**config.mk**
```make
export PLATFORM = sky130hd
export DESIGN_NAME = wsp_cell
export DESIGN_NICKNAME = d
export VERILOG_FILES = /design/src/hw/rtl/wsp_pkg.sv /design/src/hw/rtl/wsp_cell.sv
export SDC_FILE = /design/constraint.sdc
export NUM_CORES = 1
export LEC_CHECK = 0
export BUFFER_PORTS_ARGS = -buffer_cell sky130_fd_sc_hd__buf_2
export CORE_ASPECT_RATIO = 1.2
export CORE_MARGIN = 1
export CORE_UTILIZATION = 49
export DETAILED_ROUTE_END_ITERATION = 8
export PLACE_DENSITY_LB_ADDON = 0.12
export SYNTH_ARGS = -nofsm -noshare
export SYNTH_HDL_FRONTEND = slang
export SYNTH_SLANG_ARGS = --single-unit
```
**constraint.sdc**
```tcl
create_clock -name aclk -period 5.6 [get_ports aclk]
set_input_delay 1.12 -clock aclk [delete_from_list [all_inputs] [get_ports aclk]]
set_output_delay 1.12 -clock aclk [all_outputs]
set_load 0.005 [all_outputs]
```
**src/hw/rtl/wsp_pkg.sv**
```systemverilog
// wsp_pkg: shared types, codes and the byte compare rule of the wildcard
// signature scanner. no dependencies.
`default_nettype none

package wsp_pkg;

    localparam logic [7:0] WILDCARD_BYTE = 8'hCC;
    localparam logic [7:0] LANG_BYTE     = 8'h0D;
    localparam logic [7:0] ZERO_BYTE     = 8'h00;

    localparam logic [7:0] PATTERN_LENGTH_RESET = 8'd121;
    localparam logic [7:0] PATCH_VALUE_RESET    = 8'd13;

    // site counters saturate one above the largest emit limit
    localparam int unsigned CNT_W = 7;
    localparam logic [CNT_W-1:0] CNT_SAT = 7'd64;

    localparam int unsigned CFG_IDX_W = 2;
    localparam logic [CFG_IDX_W-1:0] REG_PATTERN_LENGTH = 2'd0;
    localparam logic [CFG_IDX_W-1:0] REG_PATCH_VALUE    = 2'd1;

    localparam logic ACT_LOAD = 1'b0;
    localparam logic ACT_SCAN = 1'b1;

    typedef enum logic [1:0] {
        KIND_MATCH     = 2'd0,
        KIND_PATCH     = 2'd1,
        KIND_NOT_FOUND = 2'd2
    } kind_t;

    // broadcast from the sequencer to every cell
    typedef struct packed {
        logic       load;
        logic       shift;
        logic       first;
        logic [6:0] load_idx;
        logic [7:0] data;
    } cell_ctl_t;

    function automatic logic byte_match(input logic [7:0] pat, input logic [7:0] txt);
        logic hit;
        if (pat == WILDCARD_BYTE) begin
            hit = 1'b1;
        end else if (pat == LANG_BYTE && (txt == ZERO_BYTE || txt == LANG_BYTE)) begin
            hit = 1'b1;
        end else begin
            hit = (pat == txt);
        end
        return hit;
    endfunction

endpackage

`default_nettype wire

```
**src/hw/rtl/wsp_cell.sv**
```systemverilog
// wsp_cell: one pattern position of the scan chain. holds the pattern byte,
// the partial match flag, the site count and one zero bit of the window.
// depends on wsp_pkg.
`default_nettype none

module wsp_cell
    import wsp_pkg::*;
#(
    parameter int IDX = 0
) (
    input  wire logic             aclk,
    input  wire logic             aresetn,
    input  wire cell_ctl_t        ctl,
    input  wire logic             d_prev,
    input  wire logic [CNT_W-1:0] cnt_prev,
    input  wire logic             zero_prev,
    output logic                  d_q,
    output logic [CNT_W-1:0]      cnt_q,
    output logic                  zero_q,
    output logic                  lang
);

    logic [7:0]       pat_reg;
    logic             d_reg;
    logic             d_next;
    logic [CNT_W-1:0] cnt_reg;
    logic [CNT_W-1:0] cnt_next;
    logic             zero_reg;
    logic             site;

    assign lang     = (pat_reg == LANG_BYTE);
    assign site     = lang & (ctl.data == ZERO_BYTE);
    assign d_next   = d_prev & byte_match(pat_reg, ctl.data);
    assign cnt_next = (cnt_prev == CNT_SAT) ? CNT_SAT : cnt_prev + CNT_W'(site);

    always_ff @(posedge aclk) begin
        if (!aresetn) begin
            d_reg <= 1'b0;
        end else if (ctl.load) begin
            d_reg <= 1'b0;
        end else if (ctl.shift) begin
            d_reg <= d_next;
        end
    end

    always_ff @(posedge aclk) begin
        if (ctl.load && (32'(ctl.load_idx) == 32'(IDX))) begin
            pat_reg <= ctl.data;
        end
        if (ctl.shift) begin
            cnt_reg  <= cnt_next;
            zero_reg <= zero_prev;
        end
    end

    assign d_q    = d_reg;
    assign cnt_q  = cnt_reg;
    assign zero_q = zero_reg;

endmodule

`default_nettype wire

```
==> results.md <==
- Status: completed
- Largest area contributor in the netlist: edfxtp_1
- DRC Markers: 0
- Worst Path Required: 5.64 ns
- Hold Vio Cnt, Final: 0
- FF-to-FF path depth: 8
- Post-synth EDFFs: 16
- # rows: 16
- Vias per inst: 5.605
- DP Area: 1092 sq um
- Startpoint Class: input pin
- RSZ-0062 raised after global routing: no
- Most common flop cell mapped by yosys: edfxtp_1
- Clock buffer count from CTS: 3
- Worst IR Drop VDD: 0.1222 mV
- Most numerous cell in the Yosys netlist: edfxtp_1
- Syn_nets: 96
- CP delay by family, top: simple AND/OR/NAND/NOR gates
- Initial antenna violation count: 0
- Worst skew pair latency: 0.29 ns
- GRT Residual Overflow: 0
- Ys Warns: 0
- CP max-delay cell: nor3_1
- Clk slew on worst S/H paths: 0.10 ns
- Post-CTS sizing: 0
- WP buf/inv: 1
- Fin Setup TNS: 0 ns
- CTS tree: done
- Antenna Cells: 0
- Slowest stage delay, CP: 0.28 ns
- Total iterations of the first detailed-routing run: 4
- Wire length per cell: 13.90 um
- Synth top area share: 0.5431
- Initial cell density of the core: 0.5324
- Multi-input combinational cell area: 380.4 sq um
- Sink Count: 17
- Register area share after synthesis: 0.5658
- Cell mode on critical path: ha_1
- Final worst path period need: 2.557 ns
- FF+latch area: 500.5 sq um
- Post-CTS Setup Bufs: 0
- Die width: 40.79 um
- Power per cell area: 213.1 nW/um^2
- Ratio of cells with drive above 1 in the final layout: 0.4057
- Max transition margin: 0.7551
- Final wirelength: 1723 um
- Synth cell count leaders: edfxtp_1 (16), xor2_1 (9), xnor2_1 (4)
- GP Congestion: 0.7130
- R2R Path Start: pat_reg[7]
- CP endpoint kind: flop
- Root Driver: clkbuf_4
- Number of global-route vias before repair: 688
- DRT iter0 DRCs: 7
- Core area: 1662 sq um
- Cell Chain, Critical Path: buf_2 > nor3_1 > and4_1 > ha_1 > ha_1 > and3_1 > nand3_1 > xnor2_1
- Post-Syn Instances: 65
- Synth async-reset ratio: 0
- Syn Area/Cell: 13.61 sq um
- Die Y-Extent: 48.55 um
- FMAX: 0.3912 GHz
- R2R setup slack: 3.33 ns
- Net count reported at finish: 138
- Crit path DAT: 2.60 ns
- Fillers: 125
- Leak: 0.4585 nW
- Tot GR Track Use: 0.2005
- Slew Limit Fails: 0
- Final setup violation count: 0
- Post-synth cell types: 25
- CP Class: input pin to flop
- Die area: 1980 sq um
- Crit path to: cnt_q[6]
- Max Cap Viol: 0
- Largest net degree at the start of global routing: 11
- Measured slew at the worst slew-check pin: 0.3622 ns
- FF-to-FF End: cnt_q[6]
- Final Cycle Share: 0.4565
- Worst Path Max Fanout: 3
- Flops & latches, synth: 17
- Hold WC Path Type: flop to flop
- Main area contributors after synthesis: edfxtp_1 (54%), xor2_1 (8.9%), xnor2_1 (4.0%)
- Clock Skew: 0.006108 ns
- Layout area overhead: 26.45%
- Number of routed nets with antenna violations: 0
- Max FFs per register: 8
- H-tree levels: 1
- Clock Path Buffers: 2
- Global-route wire length before repair: 2711 um
- Design Area, Final: 1119 sq um
- Hold-fix buffers, CTS: 0
- Detailed-route via count: 695
- Critical path launch point: ctl[4]
- Port Buffer Count: 37
- WP depth: 8
- Number of top-level pins: 39
- Synth Cell Area: 884.6 sq um
cells in the final DEF, fill, tap and decap left out, drive strengths merged, types with 3 or more instances in the layout:
cell type  count
xnor2          4
nor3           3
edfxtp        16
and3           3
xor2           9
nand3          3
clkbuf         4
buf           37
nor4           4
worst reg2reg max path, delay by kind of cell (launching register included):
kind / cells / cell delay [ns]
simple gates: 5 / 1.08
fa+ha+maj: 2 / 0.39
flops: 1 / 0.44
xor+xnor: 1 / 0.14
per-layer routing:
layer | track usage | part of all wire
met1 | 0.1927 | 0.38
met2 | 0.3620 | 0.55
met3 | 0.02752 | 0.045
met4 | 0.1111 | 0.033
met5 | 0 | 0
worst min path at each step:
stage / endpoint / from / depth (start not counted)
after floorplan: d_q / d_q / 2
after global routing: d_q / d_q / 2
after CTS: d_q / d_q / 2
final: d_q / d_q / 2
after global placement: d_q / d_q / 2
after detailed placement: d_q / d_q / 2
logic make-up after synthesis:
logic type,count (synthesis),synth area share
XOR/XNOR,13,0.1287
multiplexers,1,0.01273
AO/OA/AOI/OAI,4,0.02830
flip-flops,17,0.5658
AND/OR/NAND/NOR,27,0.2320
buffers and inverters,1,0.004239
adder cells (fa/ha/maj),2,0.02828
report_power, final:
| group | leakage [nW] | switching, W | internal [W] |
|---|---|---|---|
| logic | 0.285 | 0.0000133 | 0.0000144 |
| registers | 0.158 | 0.00000134 | 0.000144 |
| clock network | 0.0150 | 0.0000375 | 0.0000277 |
per-stage QoR:
step                  util  power (W)  std cells  hold WS, ns  setup WS, ns
floorplan                -  0.0001564         65       0.5478         3.093
global route        0.6732  0.0002491        124       0.6438         2.974
global placement    0.6574  0.0001750        120       0.5478         2.803
finish              0.6732  0.0002384        124       0.5933         3.043
CTS                 0.6732  0.0002394        124       0.6032         3.032
detailed placement  0.6574  0.0001763        120       0.5613         2.728
area by class of cell:
class | count | share of cell area
Sequential cell | 17 | 0.4474
Timing Repair Buffer | 37 | 0.1655
Tap cell | 18 | 0.02013
Clock buffer | 4 | 0.02349
Multi-Input combinational cell | 47 | 0.3400
Inverter | 1 | 0.003356
Note: power is estimated with default switching activity, not from simulation.
