**config.mk**
```make
export PLATFORM = sky130hd
export DESIGN_NAME = wsp_ctrl
export DESIGN_NICKNAME = d
export VERILOG_FILES = /design/src/hw/rtl/wsp_pkg.sv /design/src/hw/rtl/wsp_ctrl.sv
export SDC_FILE = /design/constraint.sdc
export NUM_CORES = 1
export LEC_CHECK = 0
export BUFFER_PORTS_ARGS = -buffer_cell sky130_fd_sc_hd__buf_2
export CORE_AREA = 5 5 536 538
export CTS_CLUSTER_DIAMETER = 40
export DETAILED_ROUTE_END_ITERATION = 16
export DIE_AREA = 0 0 541 543
export GPL_ROUTABILITY_DRIVEN = 0
export PLACE_DENSITY = 0.3
export SYNTH_ARGS = -nofsm -noshare
export SYNTH_HDL_FRONTEND = slang
export SYNTH_SLANG_ARGS = --single-unit
```
**constraint.sdc**
```tcl
create_clock -name aclk -period 14.5 [get_ports aclk]
set_clock_uncertainty 0.1 [all_clocks]
set_input_delay 0.725 -clock aclk [delete_from_list [all_inputs] [get_ports aclk]]
set_output_delay 0.725 -clock aclk [all_outputs]
set_load 0.1 [all_outputs]
```
**src/hw/rtl/wsp_pkg.sv**
```systemverilog
// wsp_pkg: shared types, codes and the byte compare rule of the wildcard
// signature scanner. no dependencies.
`default_nettype none

package wsp_pkg;

    localparam logic [7:0] WILDCARD_BYTE = 8'hCC;
    localparam logic [7:0] LANG_BYTE     = 8'h0D;
    localparam logic [7:0] ZERO_BYTE     = 8'h00;

    localparam logic [7:0] PATTERN_LENGTH_RESET = 8'd121;
    localparam logic [7:0] PATCH_VALUE_RESET    = 8'd13;

    // site counters saturate one above the largest emit limit
    localparam int unsigned CNT_W = 7;
    localparam logic [CNT_W-1:0] CNT_SAT = 7'd64;

    localparam int unsigned CFG_IDX_W = 2;
    localparam logic [CFG_IDX_W-1:0] REG_PATTERN_LENGTH = 2'd0;
    localparam logic [CFG_IDX_W-1:0] REG_PATCH_VALUE    = 2'd1;

    localparam logic ACT_LOAD = 1'b0;
    localparam logic ACT_SCAN = 1'b1;

    typedef enum logic [1:0] {
        KIND_MATCH     = 2'd0,
        KIND_PATCH     = 2'd1,
        KIND_NOT_FOUND = 2'd2
    } kind_t;

    // broadcast from the sequencer to every cell
    typedef struct packed {
        logic       load;
        logic       shift;
        logic       first;
        logic [6:0] load_idx;
        logic [7:0] data;
    } cell_ctl_t;

    function automatic logic byte_match(input logic [7:0] pat, input logic [7:0] txt);
        logic hit;
        if (pat == WILDCARD_BYTE) begin
            hit = 1'b1;
        end else if (pat == LANG_BYTE && (txt == ZERO_BYTE || txt == LANG_BYTE)) begin
            hit = 1'b1;
        end else begin
            hit = (pat == txt);
        end
        return hit;
    endfunction

endpackage

`default_nettype wire

```
**src/hw/rtl/wsp_ctrl.sv**
```systemverilog
// wsp_ctrl: transaction sequencer. drives the cell chain, checks the match
// tap, walks the pattern for patch sites and holds the output register.
// depends on wsp_pkg.
`default_nettype none

module wsp_ctrl
    import wsp_pkg::*;
#(
    parameter int PATTERN_MAX     = 128,
    parameter int OFFSET_BITS     = 24,
    parameter int MAX_PATCH_SITES = 63
) (
    input  wire logic                   aclk,
    input  wire logic                   aresetn,
    input  wire logic                   s_valid,
    output logic                        s_ready,
    input  wire logic                   s_action,
    input  wire logic [6:0]             s_pattern_index,
    input  wire logic [7:0]             s_data_byte,
    input  wire logic                   s_end_of_region,
    output logic                        m_valid,
    input  wire logic                   m_ready,
    output logic [1:0]                  m_kind,
    output logic [OFFSET_BITS-1:0]      m_offset,
    output logic [7:0]                  m_write_value,
    output logic                        m_overflow,
    output logic                        m_last,
    input  wire logic [7:0]             pattern_length,
    input  wire logic [7:0]             patch_value,
    output cell_ctl_t                   cell_ctl,
    input  wire logic [PATTERN_MAX-1:0] d_vec,
    input  wire logic [PATTERN_MAX-1:0] lang_vec,
    input  wire logic [PATTERN_MAX-1:0] zero_vec,
    input  wire logic [CNT_W-1:0]       cnt_arr [PATTERN_MAX]
);

    localparam int IDX_W = $clog2(PATTERN_MAX);
    localparam int LEN_W = $clog2(PATTERN_MAX + 1);

    typedef enum logic [1:0] {
        S_IDLE,
        S_CHECK,
        S_PATCH
    } state_t;

    state_t                 state_reg;
    logic [OFFSET_BITS-1:0] offset_reg;
    logic [OFFSET_BITS-1:0] start_reg;
    logic                   match_done_reg;
    logic                   eor_reg;
    logic                   scanned_reg;
    logic                   ovf_reg;
    logic [IDX_W-1:0]       idx_reg;
    logic [CNT_W-1:0]       emitted_reg;
    logic [CNT_W-1:0]       total_reg;
    logic                   m_valid_reg;
    kind_t                  kind_reg;
    logic [OFFSET_BITS-1:0] m_offset_reg;
    logic [7:0]             value_reg;
    logic                   m_ovf_reg;
    logic                   m_last_reg;

    logic [LEN_W-1:0] len_eff;
    logic [IDX_W-1:0] tap;
    logic [IDX_W-1:0] zero_tap;
    logic [CNT_W-1:0] cnt_sel;
    logic             ovf_sel;
    logic [CNT_W-1:0] total_sel;
    logic             hit;
    logic             site;
    logic             out_free;
    logic             accept;
    logic             patch_last;

    always_comb begin
        if (pattern_length == '0) begin
            len_eff = LEN_W'(1);
        end else if (32'(pattern_length) > PATTERN_MAX) begin
            len_eff = LEN_W'(PATTERN_MAX);
        end else begin
            len_eff = LEN_W'(pattern_length);
        end
    end

    assign tap        = IDX_W'(len_eff - LEN_W'(1));
    assign zero_tap   = IDX_W'(len_eff - LEN_W'(1) - LEN_W'(idx_reg));
    assign cnt_sel    = cnt_arr[tap];
    assign ovf_sel    = (cnt_sel > CNT_W'(MAX_PATCH_SITES));
    assign total_sel  = ovf_sel ? CNT_W'(MAX_PATCH_SITES) : cnt_sel;
    assign hit        = scanned_reg & ~match_done_reg & d_vec[tap];
    assign site       = lang_vec[idx_reg] & zero_vec[zero_tap];
    assign out_free   = ~m_valid_reg | m_ready;
    assign patch_last = (emitted_reg + CNT_W'(1) == total_reg);

    assign s_ready = (state_reg == S_IDLE);
    assign accept  = s_valid & s_ready;

    assign cell_ctl.load     = accept & (s_action == ACT_LOAD);
    assign cell_ctl.shift    = accept & (s_action == ACT_SCAN) & (offset_reg != '1);
    assign cell_ctl.first    = (offset_reg == '0);
    assign cell_ctl.load_idx = s_pattern_index;
    assign cell_ctl.data     = s_data_byte;

    always_ff @(posedge aclk) begin
        if (!aresetn) begin
            state_reg      <= S_IDLE;
            offset_reg     <= '0;
            match_done_reg <= 1'b0;
            eor_reg        <= 1'b0;
            scanned_reg    <= 1'b0;
            m_valid_reg    <= 1'b0;
        end else begin
            if (m_ready) begin
                m_valid_reg <= 1'b0;
            end
            unique case (state_reg)
                S_IDLE: begin
                    if (cell_ctl.load) begin
                        offset_reg     <= '0;
                        match_done_reg <= 1'b0;
                    end else if (accept) begin
                        if (cell_ctl.shift) begin
                            offset_reg <= offset_reg + OFFSET_BITS'(1);
                        end
                        scanned_reg <= cell_ctl.shift;
                        eor_reg     <= s_end_of_region;
                        state_reg   <= S_CHECK;
                    end
                end
                S_CHECK: begin
                    if (hit) begin
                        if (out_free) begin
                            m_valid_reg    <= 1'b1;
                            kind_reg       <= KIND_MATCH;
                            m_offset_reg   <= offset_reg - OFFSET_BITS'(len_eff);
                            value_reg      <= '0;
                            m_ovf_reg      <= ovf_sel;
                            m_last_reg     <= (total_sel == '0);
                            start_reg      <= offset_reg - OFFSET_BITS'(len_eff);
                            total_reg      <= total_sel;
                            ovf_reg        <= ovf_sel;
                            emitted_reg    <= '0;
                            idx_reg        <= '0;
                            match_done_reg <= 1'b1;
                            if (total_sel == '0) begin
                                state_reg <= S_IDLE;
                                if (eor_reg) begin
                                    offset_reg     <= '0;
                                    match_done_reg <= 1'b0;
                                end
                            end else begin
                                state_reg <= S_PATCH;
                            end
                        end
                    end else if (eor_reg && !match_done_reg) begin
                        if (out_free) begin
                            m_valid_reg  <= 1'b1;
                            kind_reg     <= KIND_NOT_FOUND;
                            m_offset_reg <= '0;
                            value_reg    <= '0;
                            m_ovf_reg    <= 1'b0;
                            m_last_reg   <= 1'b1;
                            offset_reg   <= '0;
                            state_reg    <= S_IDLE;
                        end
                    end else begin
                        if (eor_reg) begin
                            offset_reg     <= '0;
                            match_done_reg <= 1'b0;
                        end
                        state_reg <= S_IDLE;
                    end
                end
                S_PATCH: begin
                    if (!site) begin
                        idx_reg <= idx_reg + IDX_W'(1);
                    end else if (out_free) begin
                        m_valid_reg  <= 1'b1;
                        kind_reg     <= KIND_PATCH;
                        m_offset_reg <= start_reg + OFFSET_BITS'(idx_reg);
                        value_reg    <= patch_value;
                        m_ovf_reg    <= ovf_reg;
                        m_last_reg   <= patch_last;
                        emitted_reg  <= emitted_reg + CNT_W'(1);
                        idx_reg      <= idx_reg + IDX_W'(1);
                        if (patch_last) begin
                            state_reg <= S_IDLE;
                            if (eor_reg) begin
                                offset_reg     <= '0;
                                match_done_reg <= 1'b0;
                            end
                        end
                    end
                end
                default: begin
                    state_reg <= S_IDLE;
                end
            endcase
        end
    end

    assign m_valid       = m_valid_reg;
    assign m_kind        = kind_reg;
    assign m_offset      = m_offset_reg;
    assign m_write_value = value_reg;
    assign m_overflow    = m_ovf_reg;
    assign m_last        = m_last_reg;

endmodule

`default_nettype wire

```
==> results of run 1 <==
[power groups by stage]
stage	registers, µW	clock network, µW	logic [µW]
floorplan	381	0	484
global placement	365	0	1060
detailed placement	365	0	1060
CTS	358	285	1060
global route	358	295	1100
finish	357	273	1010
[routing by layer]
metal  global-route usage (%)  vias up
met4                    3.899       10
met5                        0        -
li1                         -    10983
met1                    12.81    11721
met2                    22.76     1271
met3                    1.481      229
[worst max path at each step]
stage                       from            end  slack, ns  cells past startpoint
6_report       pattern_length[5]  offset_reg[0]       5.55                     20
5_1_grt        pattern_length[5]  offset_reg[7]       5.48                     20
4_1_cts        pattern_length[5]  offset_reg[0]       5.79                     20
3_5_place_dp   pattern_length[5]  offset_reg[0]       5.39                     20
3_3_place_gp   pattern_length[7]  offset_reg[0]       5.50                     20
2_1_floorplan  pattern_length[7]      m_kind[0]       6.12                     28
[tightest hold or removal path: cells and delay by family (launching register included)]
family | cells | cell delay, ns
compound gates | 1 | 0.05
flops | 1 | 0.32
simple gates | 1 | 0.05
[per-stage QoR]
| stage | worst slack [ns] | cells |
|---|---|---|
| final | 5.554 | 7255 |
| after global routing | 5.477 | 7248 |
| after CTS | 5.789 | 7234 |
| after detailed placement | 5.390 | 7218 |
| after global placement | 5.497 | 7218 |
| after floorplan | 6.125 | 2278 |
[cells in the mapped netlist (30+ instances only)]
library cell / instances
buf_2: 72
buf_4: 41
o21ai_0: 38
dfxtp_1: 30
nor2_1: 81
mux2i_1: 293
nor4_1: 106
ha_1: 30
edfxtp_1: 82
a21oi_1: 208
xnor2_1: 36
nand3_1: 54
inv_1: 37
mux4_2: 83
nand2_1: 507
o22ai_1: 122
clkbuf_1: 54
[layout make-up]
| class | instances | area, µm² |
|---|---|---|
| multi-input cells | 1916 | 13720 |
| clock buffers | 9 | 225.2 |
| diodes | 21 | 52.55 |
| repair buffers | 1404 | 7194 |
| fillers | 33153 | 252400 |
| well taps | 3743 | 4683 |
| clock inverters | 7 | 93.84 |
| flip-flops and latches | 112 | 3063 |
| inverters | 43 | 176.4 |
[cell families after synthesis]
family                     after synthesis  synth area share, %
and+or+nand+nor                        904                23.30
adders and majority gates               33                2.425
DFF                                    112                17.06
xor gates and xnor gates                64                3.163
AOI/OAI and AO/OA                      526                18.72
other                                    1              0.02088
buffers and inverters                  250                7.824
muxes                                  388                27.49
==> impl_metrics.yaml, run 1 <==
outcome:
  status: "complete, no violations"
yosys:
  synth_edf_count: 82
  syn_avg_cell_area_um2: 7.883
  yosysWarnings: 0
  ys_async_sr_fraction_pct: 0
  synth_flop_cell: "edfxtp_1"
  synth_nets: 3628
  synth.top_cell.area_share_pct: 16.33
  synthTopCellsByArea: "mux2i_1 16%, edfxtp_1 14%, nand2_1 11%"
  synth_top_cell_by_area: "mux2i_1"
  ys_seq_elements: 112
  synth_seq_area_share_pct: 17.06
  netlist_area_um2: 17960
  syn_inst: 2278
  ys_types: 88
detailed_routing:
  met1_length_mm: 68.28
  wl_met2_mm: 99.53
  route.detailed.drc: 0
  route.met3.wl_mm: 8.820
  wirelength_mm: 183.6
  drtIter0Drc: 1400
  vias_per_cell: 3.338
  wl_per_cell_um: 25.30
  drt_first_pass_iters: 7
  vias: 24214
  highest_layer: "met5"
  postRouteAntennaNets: 0
global_route:
  grt_pass1_vias: 25575
  grtUsageTotal_pct: 11.64
  grt_start_max_net_pins: 81
  overflow: 0
  antenna_found_initial: 83
  grt_pass1_wl_mm: 233.5
hold_path:
  worstHoldPathCells: 2
  holdPathEnd: "scanned_reg"
  min_from: "scanned_reg"
  min-delay-path-class: "flip-flop to flip-flop"
place:
  place_area_um2: 28830
  port_buffers: 1342
  hpwl_mm: 158.2
critical_path:
  crit_fanout: 80
  r2r_start: "idx_reg[1]"
  max_stage_delay_ns: 1.13
  reg2regPathDepth: 12
  r2r_setup_slack_ns: 8.55
  critPathRequiredTime_ns: 14.73
  worst-setup-path-type: "input pin to flip-flop"
  path_common_cell: "a21oi_1"
  crit_slowest_cell: "o311ai_1"
  cp_cell_sequence: "buf_2, nor4_4, a21o_4, inv_8, ha_2, xor2_4, inv_4, buf_4, nand2_4, buf_12, a21oi_1, nor4_2, buf_4, a21oi_1, a21oi_1, o311ai_1, nor2_1, a21oi_4, o41a_4, mux2_2"
  endpoint_kind: "flip-flop"
  crit_family: "compound AO/OA/AOI/OAI gates"
  start_kind: "input pin"
  crit_arrival_ns: 9.18
  critPathBufInv: 6
  crit-reg2reg-capture: "offset_reg[6]"
clocking:
  clk_pin_slew_ns: 0.09
  postCtsHoldBufs: 0
  cts_setup_buffers: 0
  cts.sinks: 112
  post_cts_resized: 0
  root_buffer: "clkbuf_16"
  cts_buffers: 9
  clk_latency_ns: 0.38
  clock_path_buffers: 2
  htreeDepth: 3
  cts_tree: "done"
floorplanning:
  rows: 195
  ios: 1373
  start_util_pct: 6.378
  die_area_um2: 293800
  fp.coreArea_um2: 281600
  die_h_um: 543
  dieWidth_um: 541
final_layout:
  fin_area_um2: 29200
  area_delta_synth_final_pct: 62.62
  mostFrequentLayoutCells: "1342 x buf_2, 503 x nand2_1, 293 x mux2i_1"
  final_nets: 4836
  layout-drive-gt1-share_pct: 45.23
  final_common_cell: "buf_2"
  final_util_pct: 10.37
pwr:
  switching_share_pct: 48.30
  vdd_drop_max_v: 0.00005448
  combPwrFrac_pct: 61.6
  p_switching_uw: 792.6
  power_uw: 1641
  power_density_nw_per_um2: 56.19
  clkPwrFrac_pct: 16.7
  leakage_uw: 0.01220
  pwr-share-seq_pct: 21.8
  p_int_uw: 848.3
timing:
  relSlewSlack_pct: 11.99
  tns_ns: 0
  slew_viol_final: 0
  fin_crit_sh_pct: 61.70
  fin_crit_ns: 8.946
  max_freq_mhz: 111.8
  whs_ns: 0.3683
  hold_viol: 0
  rsz0062_at_grt: "false"
  worst_slew_pin_slew_ns: 1.300
  setup_viol: 0
flow_run:
  maxCapViolCount: 0
Note: power is estimated with default switching activity, not from simulation.
==> run 2, diff against run 1 <==
--- a/config.mk
+++ b/config.mk
@@ -5,11 +5,12 @@
 export SDC_FILE = /design/constraint.sdc
 export NUM_CORES = 1
 export LEC_CHECK = 0
+export ABC_AREA = 1
 export BUFFER_PORTS_ARGS = -buffer_cell sky130_fd_sc_hd__buf_2
-export CORE_AREA = 5 5 536 538
+export CORE_AREA = 5 5 526 528
 export CTS_CLUSTER_DIAMETER = 40
 export DETAILED_ROUTE_END_ITERATION = 16
-export DIE_AREA = 0 0 541 543
+export DIE_AREA = 0 0 531 533
 export GPL_ROUTABILITY_DRIVEN = 0
 export PLACE_DENSITY = 0.3
 export SYNTH_ARGS = -nofsm -noshare
==> constraint.sdc (replaced) <==
create_clock -name aclk -period 8.5 [get_ports aclk]
set_clock_uncertainty 0.1 [all_clocks]
set_input_delay 0.425 -clock aclk [delete_from_list [all_inputs] [get_ports aclk]]
set_output_delay 0.425 -clock aclk [all_outputs]
set_load 0.1 [all_outputs]
==> run 2 against run 1 <==
  * Worst hold slack worse by 0.15 ns
  * Largest power group unchanged
  * The flow now finishes with violations (max-slew violations)
  * Non-clock buffer count is 1 lower
  * Via count is 30% higher
  * Sequential power is 140% higher
  * Final area is 5.7% higher
  * Routed wire length is 11% higher
==> impl_metrics.yaml, run 2 <==
place:
  port_buffers: 1342
  hpwl_mm: 168.8
  place_inst: 8434
yosys:
  synth_seq_area_share_pct: 15.21
  synth_xor_area_share_pct: 2.336
  synth_adder_area_share_pct: 2.162
  synth_nets: 5127
  synth-compound-area-share_pct: 7.785
  synthTopCellsByCount: "1385 x nand3_1, 1125 x nand2_1, 272 x nor2_1, 137 x o21ai_0, 129 x inv_1"
  ys_types: 52
  synthTopCellsByArea: "nand3_1 34%, nand2_1 21%, edfxtp_1 12%"
  yosysWarnings: 0
  netlist_area_um2: 20140
  ys_async_sr_fraction_pct: 0
  synth_top_cell_by_area: "nand3_1"
  synth.most_common_cell: "nand3_1"
  synth_edf_count: 82
  synth_flop_cell: "edfxtp_1"
  synthSimpleGateAreaFrac_pct: 61.93
  ys_seq_elements: 112
  synth_top_family_by_area: "simple AND/OR/NAND/NOR gates"
  synth.top_cell.area_share_pct: 34.42
  syn_avg_cell_area_um2: 5.332
  synthMuxAreaShare_pct: 0
  syn_inst: 3777
pwr:
  p_switching_uw: 3202
  combPwrFrac_pct: 74.5
  leakage_uw: 0.01406
  p_int_uw: 2102
  switching_share_pct: 60.37
  pwr-share-seq_pct: 16.3
  vdd_drop_max_v: 0.0001097
  clkPwrFrac_pct: 9.1
  power_density_nw_per_um2: 171.9
critical_path:
  worst-setup-path-type: "input pin to flip-flop"
  endpoint_kind: "flip-flop"
  start_kind: "input pin"
  r2r_setup_slack_ns: 3.15
  crit_arrival_ns: 6.68
  critPathRequiredTime_ns: 8.63
  reg2regPathDepth: 22
  crit_fanout: 63
floorplanning:
  fp.coreArea_um2: 271900
  dieWidth_um: 531
  rows: 192
  die_h_um: 533
  die_area_um2: 283000
  ios: 1373
  start_util_pct: 7.405
outcome:
  violations: "max-slew violations"
  status: "complete, but fails checks"
detailed_routing:
  drt_first_pass_iters: 5
  postRouteAntennaNets: 0
  drtIter0Drc: 1776
  route.detailed.drc: 0
  wl_per_cell_um: 24.07
  vias: 31492
  vias_per_cell: 3.716
  wirelength_mm: 204.0
clocking:
  clk_pin_slew_ns: 0.08
  root_buffer: "clkbuf_16"
  cts_buffers: 9
  post_cts_resized: 0
  clock_path_buffers: 2
  clk_latency_ns: 0.37
  htreeDepth: 3
  cts_tree: "done"
  postCtsHoldBufs: 0
  cts.sinks: 112
  cts_setup_buffers: 0
global_route:
  grt_start_max_net_pins: 174
  overflow: 0
  grtUsageTotal_pct: 13.58
  grt_pass1_vias: 33329
  antenna_found_initial: 74
  grt_pass1_wl_mm: 270.7
timing:
  fin_crit_ns: 6.551
  hold_viol: 0
  relSlewSlack_pct: -22.17
  rsz0062_at_grt: "false"
  tns_ns: 0
  worst_slew_pin_slew_ns: 1.833
  max_freq_mhz: 152.7
  slew_viol_final: 202
  setup_viol: 0
  fin_crit_sh_pct: 77.07
final_layout:
  final_nets: 6206
  area_delta_synth_final_pct: 53.24
  mostFrequentLayoutCells: "1385 x nand3_1, 1342 x buf_2, 1125 x nand2_1"
  regArea_um2: 3063
  final_util_pct: 11.35
  multi_input_area_um2: 15070
  fillers: 32576
  final_common_cell: "nand3_1"
  layout-drive-gt1-share_pct: 30.12
  finalNonFillerCells: 8475
hold_path:
  min-delay-path-class: "input pin to flip-flop"
  worstHoldPathCells: 3
flow_run:
  maxCapViolCount: 0
[run 2: logic make-up after synthesis]
kind of cell / after synthesis
buffers and inverters: 477
adders and majority gates: 33
xor gates and xnor gates: 49
and+or+nand+nor: 2829
DFF: 112
AOI/OAI and AO/OA: 276
other: 1
[run 2: critical path, cell delays in order]
cell and delay, ns:
buf_2 0.12, inv_2 0.17, nand2_8 0.26, o21ai_4 0.19, inv_8 0.11, ha_4 0.42
inv_8 0.47, buf_4 0.61, ha_1 0.36, nand3_1 0.08, nand2_1 0.07, or2_2 0.27
nand2_1 0.35, inv_1 0.21, nand2_1 0.11, nand3_1 0.07, o21ai_1 0.08, nand2_1 0.06
nand3_1 0.10, nand3_1 0.30, nand2_1 0.27, nand3_1 0.15, nor2_1 0.11, nand2_1 0.07
inv_2 0.49, nand2_2 0.33, nand2_1 0.15, a21oi_1 0.07
[run 2: through the flow]
step	setup slack, ns	hold slack (ns)	total power (µW)	cell area [µm²]
3_3_place_gp	1.133	0.3685	5029	30470
2_1_floorplan	2.651	0.3436	3247	20140
3_5_place_dp	1.248	0.3609	4980	30470
5_1_grt	1.306	0.2089	5802	30830
6_report	1.949	0.2149	5303	30860
4_1_cts	1.660	0.1890	5491	30800
[run 2: worst paths after layout]
check                    start                to
max          pattern_length[7]    offset_reg[10]
min             patch_value[6]  m_write_value[6]
max reg2reg         idx_reg[2]    offset_reg[10]
min reg2reg        scanned_reg       scanned_reg
[run 2: final cells by class]
cell class | instances | area share, %
Clock inverter | 6 | 0.2433
Sequential cell | 112 | 9.925
Tap cell | 3589 | 14.55
Clock buffer | 10 | 0.8109
Antenna cell | 25 | 0.2027
Multi-Input combinational cell | 3188 | 48.84
Inverter | 142 | 1.808
Timing Repair Buffer | 1403 | 23.61
[run 2: metal layers]
metal	wire length (µm)	GRT usage (%)	vias to the layer above	part of all wire (%)
met5	297	0	-	0.15
met4	10660	5.830	46	5.2
met3	11710	2.076	295	5.7
met2	109200	26.80	1383	54
met1	72100	13.95	14813	35
li1	-	-	14955	-
[run 2: power by group through the flow]
stage	combinational, µW	sequential [µW]	clock, µW
finish	3950	867	485
global route	4400	881	524
CTS	4110	873	506
detailed placement	4100	884	0
global placement	4140	885	0
floorplan	2100	1140	0
